===== config.mk =====
export PLATFORM = sky130hd
export DESIGN_NAME = compact_record_decoder_core
export DESIGN_NICKNAME = d
export VERILOG_FILES = /design/src/rtl/crd_pkg.sv /design/src/rtl/compact_record_decoder_core.sv /design/src/rtl/crd_int_fmt.sv /design/src/rtl/crd_step.sv
export SDC_FILE = /design/constraint.sdc
export NUM_CORES = 1
export LEC_CHECK = 0
export BUFFER_PORTS_ARGS = -buffer_cell sky130_fd_sc_hd__buf_2
export CORE_UTILIZATION = 60
export CTS_BUF_LIST = sky130_fd_sc_hd__clkbuf_8
export CTS_CLUSTER_SIZE = 16
export DETAILED_ROUTE_END_ITERATION = 8
export PLACE_DENSITY = 0.82
export SYNTH_ARGS = -nofsm -noshare
export SYNTH_HDL_FRONTEND = slang
export SYNTH_SLANG_ARGS = --single-unit

===== constraint.sdc =====
create_clock -name i_clk -period 4.55 [get_ports i_clk]
set_input_delay 0.455 -clock i_clk [delete_from_list [all_inputs] [get_ports i_clk]]
set_output_delay 0.455 -clock i_clk [all_outputs]
set_load 0.005 [all_outputs]

===== src/rtl/crd_pkg.sv =====
`timescale 1ns / 1ps
`default_nettype none
// ----------------------------------------------------------------------------
// crd_pkg
// Shared types and codes for the compact record decoder.
// ----------------------------------------------------------------------------
package crd_pkg;

    // decoder phase
    localparam logic [1:0] PH_COUNT   = 2'd0;
    localparam logic [1:0] PH_HEADER  = 2'd1;
    localparam logic [1:0] PH_PAYLOAD = 2'd2;

    // field kind held while a field is in progress
    localparam logic [1:0] FK_STR = 2'd0;
    localparam logic [1:0] FK_UNS = 2'd1;
    localparam logic [1:0] FK_SGN = 2'd2;

    // result kind
    localparam logic [2:0] K_COUNT = 3'd0;
    localparam logic [2:0] K_CHAR  = 3'd1;
    localparam logic [2:0] K_EMPTY = 3'd2;
    localparam logic [2:0] K_UNS   = 3'd3;
    localparam logic [2:0] K_SGN   = 3'd4;

    typedef struct packed {
        logic [1:0]  phase;
        logic [7:0]  records_left;
        logic [5:0]  bytes_left;
        logic [1:0]  field_kind;
        logic [5:0]  field_len;
        logic        last_mark;
        logic [31:0] acc;
    } t_state;

    typedef struct packed {
        logic [2:0]  kind;
        logic [31:0] value;
        logic [5:0]  field_length;
        logic        field_done;
        logic        record_done;
        logic        stream_done;
        logic        too_long;
    } t_result;

endpackage
`default_nettype wire


===== src/rtl/compact_record_decoder_core.sv =====
`timescale 1ns / 1ps
`default_nettype none
// ----------------------------------------------------------------------------
// compact_record_decoder_core
// Decodes a compact record stream, one byte per transfer, into count,
// character, empty-field and integer results.
// ----------------------------------------------------------------------------
//  channel  | direction | handshake              | payload
//  ---------+-----------+------------------------+------------------------------
//  in       | input     | i_in_valid/o_in_ready  | i_in_byte
//  out      | output    | o_out_valid/i_out_ready| o_kind, o_value, o_field_length,
//           |           |                        | o_field_done, o_record_done,
//           |           |                        | o_stream_done, o_too_long
//
//  One byte per cycle while the output is not stalled; a byte's result passes
//  through the input register, then is decoded into the result register.
//  Bytes that give no result advance the state without touching the output.
//  A stalled output holds the result register; the input register then holds
//  a byte that gives a result, and o_in_ready drops until it can move on.
//  Reset (synchronous, active low) returns to awaiting a record count.
// ----------------------------------------------------------------------------
module compact_record_decoder_core #(
    parameter int MAX_INT_BYTES = 4
) (
    input  wire logic        i_clk,
    input  wire logic        i_rst_n,
    input  wire logic        i_in_valid,
    output logic             o_in_ready,
    input  wire logic [7:0]  i_in_byte,
    output logic             o_out_valid,
    input  wire logic        i_out_ready,
    output logic [2:0]       o_kind,
    output logic [31:0]      o_value,
    output logic [5:0]       o_field_length,
    output logic             o_field_done,
    output logic             o_record_done,
    output logic             o_stream_done,
    output logic             o_too_long
);
    logic             r_in_valid;
    logic [7:0]       r_in_byte;
    crd_pkg::t_state  r_state;
    crd_pkg::t_state  n_state;
    crd_pkg::t_result n_result;
    crd_pkg::t_result r_result;
    logic             r_out_valid;
    logic             has_result;
    logic             out_free;
    logic             advance;

    crd_step #(
        .MAX_INT_BYTES(MAX_INT_BYTES)
    ) u_step (
        .i_state      (r_state),
        .i_byte       (r_in_byte),
        .o_state      (n_state),
        .o_result     (n_result),
        .o_has_result (has_result)
    );

    assign out_free   = !r_out_valid || i_out_ready;
    assign advance    = r_in_valid && (!has_result || out_free);
    assign o_in_ready = !r_in_valid || advance;

    always_ff @(posedge i_clk) begin
        if (!i_rst_n) begin
            r_in_valid           <= 1'b0;
            r_out_valid          <= 1'b0;
            r_state.phase        <= crd_pkg::PH_COUNT;
            r_state.records_left <= '0;
            r_state.bytes_left   <= '0;
            r_state.field_kind   <= crd_pkg::FK_STR;
            r_state.field_len    <= '0;
            r_state.last_mark    <= 1'b0;
            r_state.acc          <= '0;
        end else begin
            if (o_in_ready) begin
                r_in_valid <= i_in_valid;
            end
            if (advance) begin
                r_state <= n_state;
            end
            // drop the result on transfer, load a new one when decoded
            if (advance && has_result) begin
                r_out_valid <= 1'b1;
            end else if (i_out_ready) begin
                r_out_valid <= 1'b0;
            end
        end
    end

    always_ff @(posedge i_clk) begin
        if (o_in_ready && i_in_valid) begin
            r_in_byte <= i_in_byte;
        end
        if (advance && has_result) begin
            r_result <= n_result;
        end
    end

    assign o_out_valid    = r_out_valid;
    assign o_kind         = r_result.kind;
    assign o_value        = r_result.value;
    assign o_field_length = r_result.field_length;
    assign o_field_done   = r_result.field_done;
    assign o_record_done  = r_result.record_done;
    assign o_stream_done  = r_result.stream_done;
    assign o_too_long     = r_result.too_long;

`ifndef SYNTHESIS
    a_payload_has_bytes: assert property (@(posedge i_clk) disable iff (!i_rst_n)
        r_state.phase == crd_pkg::PH_PAYLOAD |-> r_state.bytes_left != 6'd0)
        else $error("payload phase with no bytes left");

    a_record_needs_field: assert property (@(posedge i_clk) disable iff (!i_rst_n)
        o_out_valid && o_record_done |-> o_field_done)
        else $error("record done without field done");

    a_stream_end: assert property (@(posedge i_clk) disable iff (!i_rst_n)
        o_out_valid && o_stream_done |-> (o_record_done || o_kind == crd_pkg::K_COUNT))
        else $error("stream done outside a record end or count");

    a_too_long_int: assert property (@(posedge i_clk) disable iff (!i_rst_n)
        o_out_valid && o_too_long |-> (o_kind == crd_pkg::K_UNS ||
                                       o_kind == crd_pkg::K_SGN))
        else $error("too_long on a non-integer result");
`endif

endmodule
`default_nettype wire


===== src/rtl/crd_int_fmt.sv =====
`timescale 1ns / 1ps
`default_nettype none
// ----------------------------------------------------------------------------
// crd_int_fmt
// Trims a gathered integer to its kept bytes, sign-extends it when signed (zero-extends otherwise) and flags too_long.
// ----------------------------------------------------------------------------
module crd_int_fmt #(
    parameter int MAX_INT_BYTES = 4
) (
    input  wire logic [31:0] i_acc,
    input  wire logic [5:0]  i_len,
    input  wire logic        i_signed,
    output logic [31:0]      o_value,
    output logic             o_too_long
);
    localparam int          KEEP  = (MAX_INT_BYTES < 4) ? MAX_INT_BYTES : 4;
    localparam logic [5:0]  KEEP6 = 6'(KEEP);
    localparam logic [5:0]  MAX6  = 6'(MAX_INT_BYTES);

    logic [2:0] eff;

    always_comb begin
        eff = (i_len < KEEP6) ? i_len[2:0] : KEEP6[2:0];
        unique case (eff)
            3'd0: o_value = '0;
            3'd1: o_value = {{24{i_signed & i_acc[7]}}, i_acc[7:0]};
            3'd2: o_value = {{16{i_signed & i_acc[15]}}, i_acc[15:0]};
            3'd3: o_value = {{8{i_signed & i_acc[23]}}, i_acc[23:0]};
            default: o_value = i_acc;
        endcase
        o_too_long = (i_len > MAX6);
    end

endmodule
`default_nettype wire


===== src/rtl/crd_step.sv =====
`timescale 1ns / 1ps
`default_nettype none
// ----------------------------------------------------------------------------
// crd_step
// One byte of decode: next state and the result the byte causes, if any.
// ----------------------------------------------------------------------------
module crd_step #(
    parameter int MAX_INT_BYTES = 4
) (
    input  wire crd_pkg::t_state  i_state,
    input  wire logic [7:0]       i_byte,
    output crd_pkg::t_state       o_state,
    output crd_pkg::t_result      o_result,
    output logic                  o_has_result
);
    crd_pkg::t_state nx;
    logic [31:0]     int_value;
    logic            int_too_long;
    logic            fin;
    logic [2:0]      fin_kind;
    logic [31:0]     fin_value;
    logic            fin_tl;
    logic [7:0]      rec_dec;

    // formatting sees the accumulator with this payload byte shifted in
    crd_int_fmt #(
        .MAX_INT_BYTES(MAX_INT_BYTES)
    ) u_int_fmt (
        .i_acc      ({i_state.acc[23:0], i_byte}),
        .i_len      (i_state.field_len),
        .i_signed   (i_state.field_kind == crd_pkg::FK_SGN),
        .o_value    (int_value),
        .o_too_long (int_too_long)
    );

    always_comb begin
        nx           = i_state;
        o_result     = '0;
        o_has_result = 1'b0;
        fin          = 1'b0;
        fin_kind     = crd_pkg::K_EMPTY;
        fin_value    = '0;
        fin_tl       = 1'b0;
        rec_dec      = i_state.records_left - 8'd1;

        unique case (i_state.phase)
            crd_pkg::PH_HEADER: begin
                nx.last_mark = i_byte[7];
                nx.acc       = '0;
                if (i_byte[6]) begin
                    nx.field_kind = crd_pkg::FK_STR;
                    nx.field_len  = i_byte[5:0];
                end else begin
                    nx.field_kind = i_byte[5] ? crd_pkg::FK_SGN : crd_pkg::FK_UNS;
                    nx.field_len  = {1'b0, i_byte[4:0]};
                end
                nx.bytes_left = nx.field_len;
                if (nx.field_len == 6'd0) begin
                    // zero-length field: value stays zero, never too long
                    fin = 1'b1;
                    if (nx.field_kind == crd_pkg::FK_STR) begin
                        fin_kind = crd_pkg::K_EMPTY;
                    end else begin
                        fin_kind  = (nx.field_kind == crd_pkg::FK_SGN) ?
                                    crd_pkg::K_SGN : crd_pkg::K_UNS;
                    end
                end else begin
                    nx.phase = crd_pkg::PH_PAYLOAD;
                end
            end
            crd_pkg::PH_PAYLOAD: begin
                nx.bytes_left = i_state.bytes_left - 6'd1;
                if (i_state.field_kind == crd_pkg::FK_STR) begin
                    if (nx.bytes_left == 6'd0) begin
                        fin       = 1'b1;
                        fin_kind  = crd_pkg::K_CHAR;
                        fin_value = {24'd0, i_byte};
                    end else begin
                        o_has_result          = 1'b1;
                        o_result.kind         = crd_pkg::K_CHAR;
                        o_result.value        = {24'd0, i_byte};
                        o_result.field_length = i_state.field_len;
                    end
                end else begin
                    nx.acc = {i_state.acc[23:0], i_byte};
                    if (nx.bytes_left == 6'd0) begin
                        fin       = 1'b1;
                        fin_kind  = (i_state.field_kind == crd_pkg::FK_SGN) ?
                                    crd_pkg::K_SGN : crd_pkg::K_UNS;
                        fin_value = int_value;
                        fin_tl    = int_too_long;
                    end
                end
            end
            default: begin
                // record count, also any unused phase code
                nx.records_left = i_byte;
                o_has_result    = 1'b1;
                o_result.kind   = crd_pkg::K_COUNT;
                if (i_byte == 8'd0) begin
                    nx.phase             = crd_pkg::PH_COUNT;
                    o_result.stream_done = 1'b1;
                end else begin
                    nx.phase       = crd_pkg::PH_HEADER;
                    o_result.value = {24'd0, i_byte};
                end
            end
        endcase

        // close the field; the last field of a record counts the record down
        if (fin) begin
            o_has_result          = 1'b1;
            nx.phase              = crd_pkg::PH_HEADER;
            o_result.kind         = fin_kind;
            o_result.value        = fin_value;
            o_result.field_length = nx.field_len;
            o_result.field_done   = 1'b1;
            o_result.record_done  = nx.last_mark;
            o_result.too_long     = fin_tl;
            if (nx.last_mark) begin
                nx.records_left = rec_dec;
                if (rec_dec == 8'd0) begin
                    o_result.stream_done = 1'b1;
                    nx.phase             = crd_pkg::PH_COUNT;
                end
            end
        end

        o_state = nx;
    end

endmodule
`default_nettype wire

# == Yosys cells after proc, flatten, opt, wreduce, memory -nomap -nowiden ==
# Cells that the tools add are included.
# word_totals
regBits,104
latch_bits,0
mem_bits_rw,0
mem_bits_ro,0
inputBits,12
output_inout_bits,47
word_cells,111
mem_count,0
# classes
n_addsub,2
mul,0
n_div,0
order_cmp,2
eq_ne,10
n_shift,0
muxes,50
n_bitwise,6
n_reduce_logical,24
# op_table
cell,count
case mux 32 bit (4 select lines),1
two-way mux 32 bit,3
case mux 35 bit (2 select lines),1
case mux 24 bit (2 select lines),1
two-way mux 45 bit,1
two-way mux 41 bit,1
two-way mux 8 bit,5
two-way mux 39 bit,1
two-way mux 24 bit,1
two-way mux 3 bit,7
two-way mux 10 bit,2
logical NOT 8 bit,2
two-way mux 1 bit,16
logical NOT 6 bit,2
case mux 6 bit (2 select lines),1
subtractor 8 x 1 -> 8 bit (second input constant),1
two-way mux 7 bit,1
equality test 2 bit (second input constant),3
equality test 3 x 2 -> 1 bit (second input constant),2
greater-than comparator 6 x 3 -> 1 bit (second input constant),1
< comparator 6 x 3 -> 1 bit (second input constant),1
two-way mux 2 bit,3
two-way mux 6 bit,1
case mux 3 bit (2 select lines),1
20 further kinds,35

# == Logic depth before layout (Yosys ltp) ==
# Gate-level depths: netlist of run 1.
# logic_depth
depth_word,12
depth_mapped,10
mapped_depth_nobuf,8

# == By module ==
# Synthesis of run 1 repeated with hierarchy kept, for this count alone.
# hier_totals
hier_cells,679
area_unflattened_um2,6428.7
# modules_own_cells
module,instances,cells_each,area_each_um2
compact_record_decoder_core,1,311,3958.8
crd_step,1,299,2048.2
crd_int_fmt,1,69,421.7

# == Worst setup path after synthesis of run 1 ==
# No wires, ideal clock.
# synth_path
kind,register to register
startpoint,register r_state[41] in the netlist's numbering
endpoint,"register r_result (netlist bit o_field_done), enable pin"
setup_ps,407
arrival_time_ps,3296
t_required_ps,4143
setup_slack_ps,847
path_stages_with_launch,8
synth_period_minus_slack_ps,3703
cell_sequence,dfxtp_1 ha_1 or3b_1 or2_2 mux2i_1 o32ai_1 clkbuf_1 and2_1
# synth_via
elab_chain_len,10
elab_cells_between_ends,12
classes_between,add/sub: 1; mux: 6; reduce/logical: 5
# synth_lines
item,line_no,text
"start, declared",compact_record_decoder_core.sv:42,crd_pkg::t_state r_state;
"start signal, assigned",compact_record_decoder_core.sv:81,r_state <= n_state;
subtractor 6 x 1 -> 6 bit (*),crd_step.sv:72,nx.bytes_left = i_state.bytes_left - 6'd1;
logical NOT 6 bit (*),"crd_step.sv:74, crd_step.sv:86",
two-way mux 1 bit,crd_step.sv:74,if (nx.bytes_left == 6'd0) begin
two-way mux 1 bit,crd_step.sv:73,if (i_state.field_kind == crd_pkg::FK_STR) begin
case mux 1 bit (2 select lines),crd_step.sv:46,unique case (i_state.phase)
two-way mux 1 bit (*),crd_step.sv:111,if (fin) begin
logical NOT 1 bit,compact_record_decoder_core.sv:62,assign advance = r_in_valid && (!has_result || out_free);
logical OR 1 bit,compact_record_decoder_core.sv:62,
logical AND 1 bit,compact_record_decoder_core.sv:62,
logical AND 1 bit (*),compact_record_decoder_core.sv:96,if (advance && has_result) begin
"end signal, assigned",compact_record_decoder_core.sv:97,r_result <= n_result;
"end, declared",compact_record_decoder_core.sv:45,crd_pkg::t_result r_result;
# Mark *: on every way between the ends. The rest lies on a longest branch, timed or not.
# A chain may end at the register's enable or synchronous reset.

# == Worst setup path in the final report of run 1 ==
# layout_path
startpoint,register r_state[55] in the netlist's numbering
endpoint,"register r_result (netlist bit o_field_done), enable pin"
# layout_via
elab_chain_len,7
elab_cells_between_ends,9
classes_between,eq/ne: 2; mux: 3; reduce/logical: 4
# layout_lines
item,line_no
equality test 2 bit or equality test 2 x 1 -> 1 bit (tied branches),crd_step.sv:46
case mux 1 bit (2 select lines),crd_step.sv:46
two-way mux 1 bit (*),crd_step.sv:111
logical NOT 1 bit,compact_record_decoder_core.sv:62
logical OR 1 bit,compact_record_decoder_core.sv:62
logical AND 1 bit,compact_record_decoder_core.sv:62
logical AND 1 bit (*),compact_record_decoder_core.sv:96
# Marks and branches as above.

==> impl_metrics.csv, run 1 <==
group,metric,value,unit
status,status,"completed",
worst_setup_path,path_max_fanout,45,
synth,postSynthCellCount,519,
hold_path,holdPathEnd,"r_in_byte[6]",
layout,drive_gt1_share,18.4,%
synth,synth_compound_area_share,16.2,%
global_routing,grt_pass1_wl,19.0,mm
hold_path,min_from,"i_in_byte[6]",
layout,num-nets-final,577,
power_and_ir_drop,p_per_area,350,nW/um^2
clock_tree,clk_latency,0.37,ns
sta,hold_viol,0,
clock_tree,cts-hold-fix-buffers,0,
synth,synth_top_cell_area_share,32.3,%
worst_setup_path,timing.rr.start,"r_state[55]",
synth,synthXorXnorAreaFrac,0.533,%
detailed_routing,drtPass1Iterations,5,
sta,period_share,77.3,%
hold_path,holdPathStages,1,
synth,synth.distinct_cells,64,
floorplan,core_area,7850,um^2
sta,setup_violations,0,
power_and_ir_drop,peakVddDrop,0.175,mV
job,maxCapViolations,0,
detailed_routing,dr_total_vias,4167,
global_routing,grt_max_degree,55,
power_and_ir_drop,power_leakage,0.00196,uW
sta,tns,0,ns
synth,yosysWarnings,0,
placed_design,dpl_worst_slack,1.05,ns
worst_setup_path,r2r_end,"o_field_done",
layout,antenna_cells,0,
global_routing,grt_use_total,28.5,%
placed_design,gpl.final_weighted_congestion,0.914,
detailed_routing,viasPerCell,6.26,
synth,yosys-top-cells-area,"edfxtp_1 (32%), dfxtp_1 (21%), nand2_1 (7.3%)",
sta,period_minus_slack,3.52,ns
detailed_routing,wire_per_inst,17.3,um
clock_tree,ctsLongestPathBuffers,2,
clock_tree,cts.sinks,104,
global_routing,grt_antenna_before_repair,0,
sta,worstMarginPinSlew,1.04,ns
synth,synthSimpleGateAreaFrac,21.7,%
synth,synth_edf_count,53,
synth,muxShareOfSynthArea,2.92,%
global_routing,grt_pass1_vias,3833,
worst_setup_path,arrival,3.52,ns
floorplan,rows,32,
synth,yosysSeqAreaShare,53.0,%
sta,worst_slack,1.03,ns
synth,yosys_most_used_dff,"edfxtp_1",
synth,synthAdderAreaFrac,1.52,%
clock_tree,clkTransAtPathRegs,0.11,ns
synth,ys_ff_latch,104,
synth,synth.avg_cell_area,9.51,um^2
placed_design,port_buffers,58,
sta,drv_slew,0,
detailed_routing,drtIter0Drc,449,
sta,maxSlewHeadroom,30.8,%
clock_tree,cts.htree.levels,3,
worst_setup_path,worstSetupStartpointType,"flip-flop",
detailed_routing,detail-route-antenna-nets,0,
clock_tree,cts-buffers-inserted,9,
clock_tree,cts-root-buf,"clkbuf_8",
detailed_routing,drt-total-wl,11.5,mm
clock_tree,cts_setup_buffers,0,
worst_setup_path,reg2reg_depth,7,
clock_tree,cts.repair.resized,0,
synth,synth_top_family_by_area,"simple AND/OR/NAND/NOR gates",
floorplan,die_x,92.7,um
sta,skew,0.0116,ns
layout,area_growth,10.1,%
worst_setup_path,crit_path_end_kind,"flip-flop",
detailed_routing,drc,0,
sta,max_freq,0.284,GHz
synth,syn-num-nets,537,
floorplan,die_area,8590,um^2
layout,n_fill_cell,604,
hold_path,hp-class,"input port to flip-flop",
floorplan,floorplan.initialDensity,62.9,%
worst_setup_path,crit_type,"flip-flop to flip-flop",
floorplan,fp.dieH,92.7,um
worst_setup_path,reg2reg_slack,1.03,ns
placed_design,post-dp-hpwl,7.80,mm
synth,yosysTopAreaCell,"edfxtp_1",
floorplan,ioPinCount,59,
synth,syn_area,4930,um^2
synth,async_reset_ff_share,0,%
worst_setup_path,cp.required,4.55,ns
sta,rsz0062_at_grt,"no",
clock_tree,cts_tree,"built",
global_routing,grt_overflow,0,
-- report_power, final --
group | total, uW | switching, uW | internal (uW)
logic | 263 | 170 | 93.1
registers | 1080 | 39.0 | 1040
clock network | 555 | 345 | 210
-- state kept, by name, summed over array words and instances (netlist names) --
signal	flops
o_value	32
o_out_valid	1
r_in_valid	1
o_stream_done	1
o_too_long	1
o_field_done	1
o_field_length	6
o_kind	3
o_record_done	1
r_state	49
r_in_byte	8
-- layer usage --
layer | track usage, % | routed length (um) | vias to the layer above
li1 | - | - | 1951
met1 | 40.0 | 4940 | 1961
met2 | 44.2 | 5320 | 228
met3 | 6.32 | 1040 | 27
met4 | 9.36 | 243 | 0
met5 | 0 | 0 | -
-- final cells by class --
type                    instances  area, um^2  area share, %
multi-input cells             365        2110           38.9
well taps                     102         128           2.35
inverters                      16        60.1           1.11
clock inverters                 7        66.3           1.22
flip-flops and latches        104        2610           48.1
clock buffers                   9         124           2.28
repair buffers                 63         328           6.03
-- cell families (layout without fill, tap and decap cells) --
logic type / after synthesis / count (layout)
AO/OA/AOI/OAI: 122 / 122
adder cells (fa/ha/maj): 6 / 6
buffers and inverters: 50 / 95
multiplexers: 14 / 14
XOR/XNOR: 3 / 3
flip-flops: 104 / 104
AND/OR/NAND/NOR: 220 / 220
-- Yosys cell counts, drive strengths merged (6+ instances only) --
cell type,instances
a21oi,61
a32o,7
buf,14
clkbuf,20
dfxtp,51
edfxtp,53
ha,6
inv,16
mux2i,11
nand2,96
nand3,31
nor2,29
nor2b,10
nor3,7
o21ai,15
or2,6
or3,9
-- worst max-delay path by stage --
| stage | start | endpoint | cells past startpoint |
|---|---|---|---|
| final | r_state[55] | o_field_done | 7 |
| after floorplan | r_state[41] | o_field_done | 7 |
| after global placement | r_state[55] | o_value[13] | 6 |
| after global routing | r_state[55] | o_field_done | 7 |
| after CTS | r_state[55] | o_field_length[0] | 7 |
| after detailed placement | r_state[55] | o_value[17] | 7 |
-- critical path, cell delays in order, from the launching register on --
cell and delay [ns]:
dfxtp_1 0.38, inv_1 0.06, ha_1 0.82, inv_1 0.33, nand4b_1 0.20, mux2i_1 0.10
o32ai_1 0.34, and2_2 0.88
-- metrics by stage --
stage	power, uW	cells	cell area, um^2	hold WS, ns	util (%)
2_1_floorplan	1270	519	4930	0.432	-
3_5_place_dp	1360	650	5240	0.445	66.8
3_3_place_gp	1350	650	5240	0.444	66.8
6_report	1900	666	5430	0.250	69.2
4_1_cts	1900	666	5430	0.249	69.2
5_1_grt	1970	666	5430	0.232	69.2
-- cells in the final DEF, fill, tap and decap left out, types with 6 or more instances in the layout --
master and n:
a21oi_1 61, a32o_1 7, buf_2 58, clkbuf_8 9, dfxtp_1 51, edfxtp_1 53
ha_1 6, inv_1 16, mux2i_1 11, nand2_1 96, nand3_1 31, nor2_1 28
nor2b_1 10, nor3_1 7, o21ai_0 15, or2_2 6, or3_1 6
No activity file was read; power rests on OpenSTA's default activity.
==> run 2, diff against run 1 <==
--- a/config.mk
+++ b/config.mk
@@ -6,11 +6,11 @@
 export NUM_CORES = 1
 export LEC_CHECK = 0
 export BUFFER_PORTS_ARGS = -buffer_cell sky130_fd_sc_hd__buf_2
-export CORE_UTILIZATION = 60
+export CORE_UTILIZATION = 54
 export CTS_BUF_LIST = sky130_fd_sc_hd__clkbuf_8
 export CTS_CLUSTER_SIZE = 16
 export DETAILED_ROUTE_END_ITERATION = 8
-export PLACE_DENSITY = 0.82
+export PLACE_DENSITY = 0.78
 export SYNTH_ARGS = -nofsm -noshare
 export SYNTH_HDL_FRONTEND = slang
 export SYNTH_SLANG_ARGS = --single-unit
==> constraint.sdc (replaced) <==
create_clock -name i_clk -period 3.1 [get_ports i_clk]
set_input_delay 0.31 -clock i_clk [delete_from_list [all_inputs] [get_ports i_clk]]
set_output_delay 0.31 -clock i_clk [all_outputs]
set_load 0.005 [all_outputs]
==> run 2 against run 1 <==
Cell count up 3.8%. Non-clock buffer count is 18 higher. Utilization fell by 5.4 points. Critical path type unchanged.
==> impl_metrics.csv, run 2 (synthesis gave the netlist of run 1 again) <==
group,metric,value,unit
floorplan,die_area,9520,um^2
sta,maxSlewHeadroom,37.8,%
layout,largest_register_ffs,49,
layout,num-nets-final,596,
clock_tree,cts_setup_buffers,0,
layout,fin_area,5600,um^2
worst_setup_path,crit_type,"flip-flop to flip-flop",
floorplan,rows,34,
floorplan,die_x,97.6,um
worst_setup_path,worstSetupStartpointType,"flip-flop",
placed_design,post-dp-hpwl,7.99,mm
floorplan,ioPinCount,59,
power_and_ir_drop,power_leakage,0.00205,uW
floorplan,fp.dieH,97.6,um
layout,final_common_cell,"nand2_1",
placed_design,place_area,5390,um^2
global_routing,grt_use_total,25.2,%
global_routing,grt_overflow,0,
status,status,"completed",
clock_tree,cts.sinks,104,
worst_setup_path,path_cells,"ha_1 > or3b_1 > or2_2 > mux2i_1 > o32ai_2 > and2_2",
detailed_routing,drt-total-wl,11.8,mm
worst_setup_path,arrival,3.06,ns
global_routing,grt_antenna_before_repair,0,
sta,drv_slew,0,
layout,drive_gt1_share,21.4,%
detailed_routing,wire_per_inst,17.0,um
layout,layout_common_cells,"nand2_1 (96), a21oi_1 (61), buf_2 (58), edfxtp_1 (53), dfxtp_1 (51)",
detailed_routing,dr_total_vias,4145,
detailed_routing,drtPass1Iterations,7,
clock_tree,cts-hold-fix-buffers,0,
worst_setup_path,cp.required,3.12,ns
clock_tree,cts.htree.levels,3,
sta,period_minus_slack,3.04,ns
detailed_routing,detail-route-antenna-nets,0,
placed_design,port_buffers,58,
placed_design,gpl.final_weighted_congestion,0.966,
detailed_routing,drtIter0Drc,325,
global_routing,grt_pass1_wl,19.2,mm
global_routing,grt_pass1_vias,3819,
sta,setup_violations,0,
layout,area_growth,13.4,%
sta,period_share,98.1,%
floorplan,core_area,8760,um^2
global_routing,grt_max_degree,40,
hold_path,hp-class,"input port to flip-flop",
sta,max_freq,0.329,GHz
detailed_routing,drc,0,
power_and_ir_drop,p_total,2800,uW
sta,worstMarginPinSlew,0.925,ns
layout,final_core_utilization,63.9,%
sta,skew,0.0117,ns
layout,n_fill_cell,729,
worst_setup_path,slowest_delay,0.63,ns
layout,regMostFlops,"r_state",
clock_tree,cts-buffers-inserted,9,
clock_tree,ctsLongestPathBuffers,2,
job,maxCapViolations,0,
floorplan,floorplan.initialDensity,56.3,%
power_and_ir_drop,p_per_area,501,nW/um^2
power_and_ir_drop,peakVddDrop,0.232,mV
detailed_routing,viasPerCell,6.00,
clock_tree,clkTransAtPathRegs,0.11,ns
clock_tree,cts-root-buf,"clkbuf_8",
worst_setup_path,path_max_fanout,22,
sta,hold_viol,0,
worst_setup_path,worst_path_max_delay_cell,"and2_2",
clock_tree,cts_tree,"built",
layout,antenna_cells,0,
worst_setup_path,crit_path_end_kind,"flip-flop",
clock_tree,clk_latency,0.37,ns
sta,rsz0062_at_grt,"yes",
-- run 2: changes by cell type in the layout (fill, tap and decap cells not counted), sizes merged --
cell	change
and2	+1
inv	+2
buf	+18
clkinvlp	+2
clkinv	-4
-- run 2: routing by layer --
layer | global-route usage (%) | part of all wire [%] | vias up | routed length, um
met1 | 35.6 | 46 | 1967 | 5360
met5 | 0 | 0 | - | 0
met3 | 4.89 | 6.5 | 14 | 770
li1 | - | - | 1993 | -
met4 | 6.45 | 1.0 | 0 | 118
met2 | 39.9 | 47 | 171 | 5510
-- run 2: what timing repair did --
action / in CTS / in global routing
endpoints found under the setup margin: 45 / 24
resized for setup: 2 / 2
gates cloned: 1 / 0
pin swaps: 0 / 0
-- run 2: final cells by class --
cell class,count,area (um^2),area share [%]
flip-flops and latches,104,2610,46.7
multi-input cells,366,2150,38.4
repair buffers,81,463,8.27
well taps,108,135,2.41
clock buffers,9,124,2.21
inverters,16,60.1,1.07
clock inverters,7,55.1,0.984
-- run 2: path summary, 6_finish.rpt --
check	endpoint	from	slack (ns)	cells past startpoint
worst min-delay path	r_in_byte[7]	i_in_byte[7]	0.11	1
worst min register to register	r_state[17]	r_state[17]	0.46	2
worst max-delay path	o_value[6]	r_state[41]	0.06	6
worst max register to register	o_value[6]	r_state[41]	0.06	6
-- run 2: critical path: cells and delay by family, from the launching register on --
| family | cells | cell delay (ns) |
|---|---|---|
| compound gates | 1 | 0.57 |
| fa+ha+maj | 1 | 0.19 |
| flops | 1 | 0.43 |
| mux | 1 | 0.16 |
| simple gates | 3 | 1.34 |
-- run 2: power by group --
| part | leakage, uW | switching [uW] | total, uW | internal, uW |
|---|---|---|---|---|
| clock network | 0.0000856 | 491 | 792 | 301 |
| registers | 0.000924 | 46.1 | 1580 | 1530 |
| logic | 0.00104 | 270 | 433 | 163 |
| total | 0.00205 | 807 | 2800 | 1990 |
-- run 2: stage by stage --
step                TNS [ns]  hold WS (ns)  cells  setup WS [ns]
finish                     0         0.108    691         0.0580
global route          -0.835        0.0863    691        -0.0574
CTS                        0        0.0909    691         0.0285
detailed placement    -0.392         0.447    674        -0.0123
global placement           0         0.445    674          0.101
floorplan                  0         0.409    519          0.104
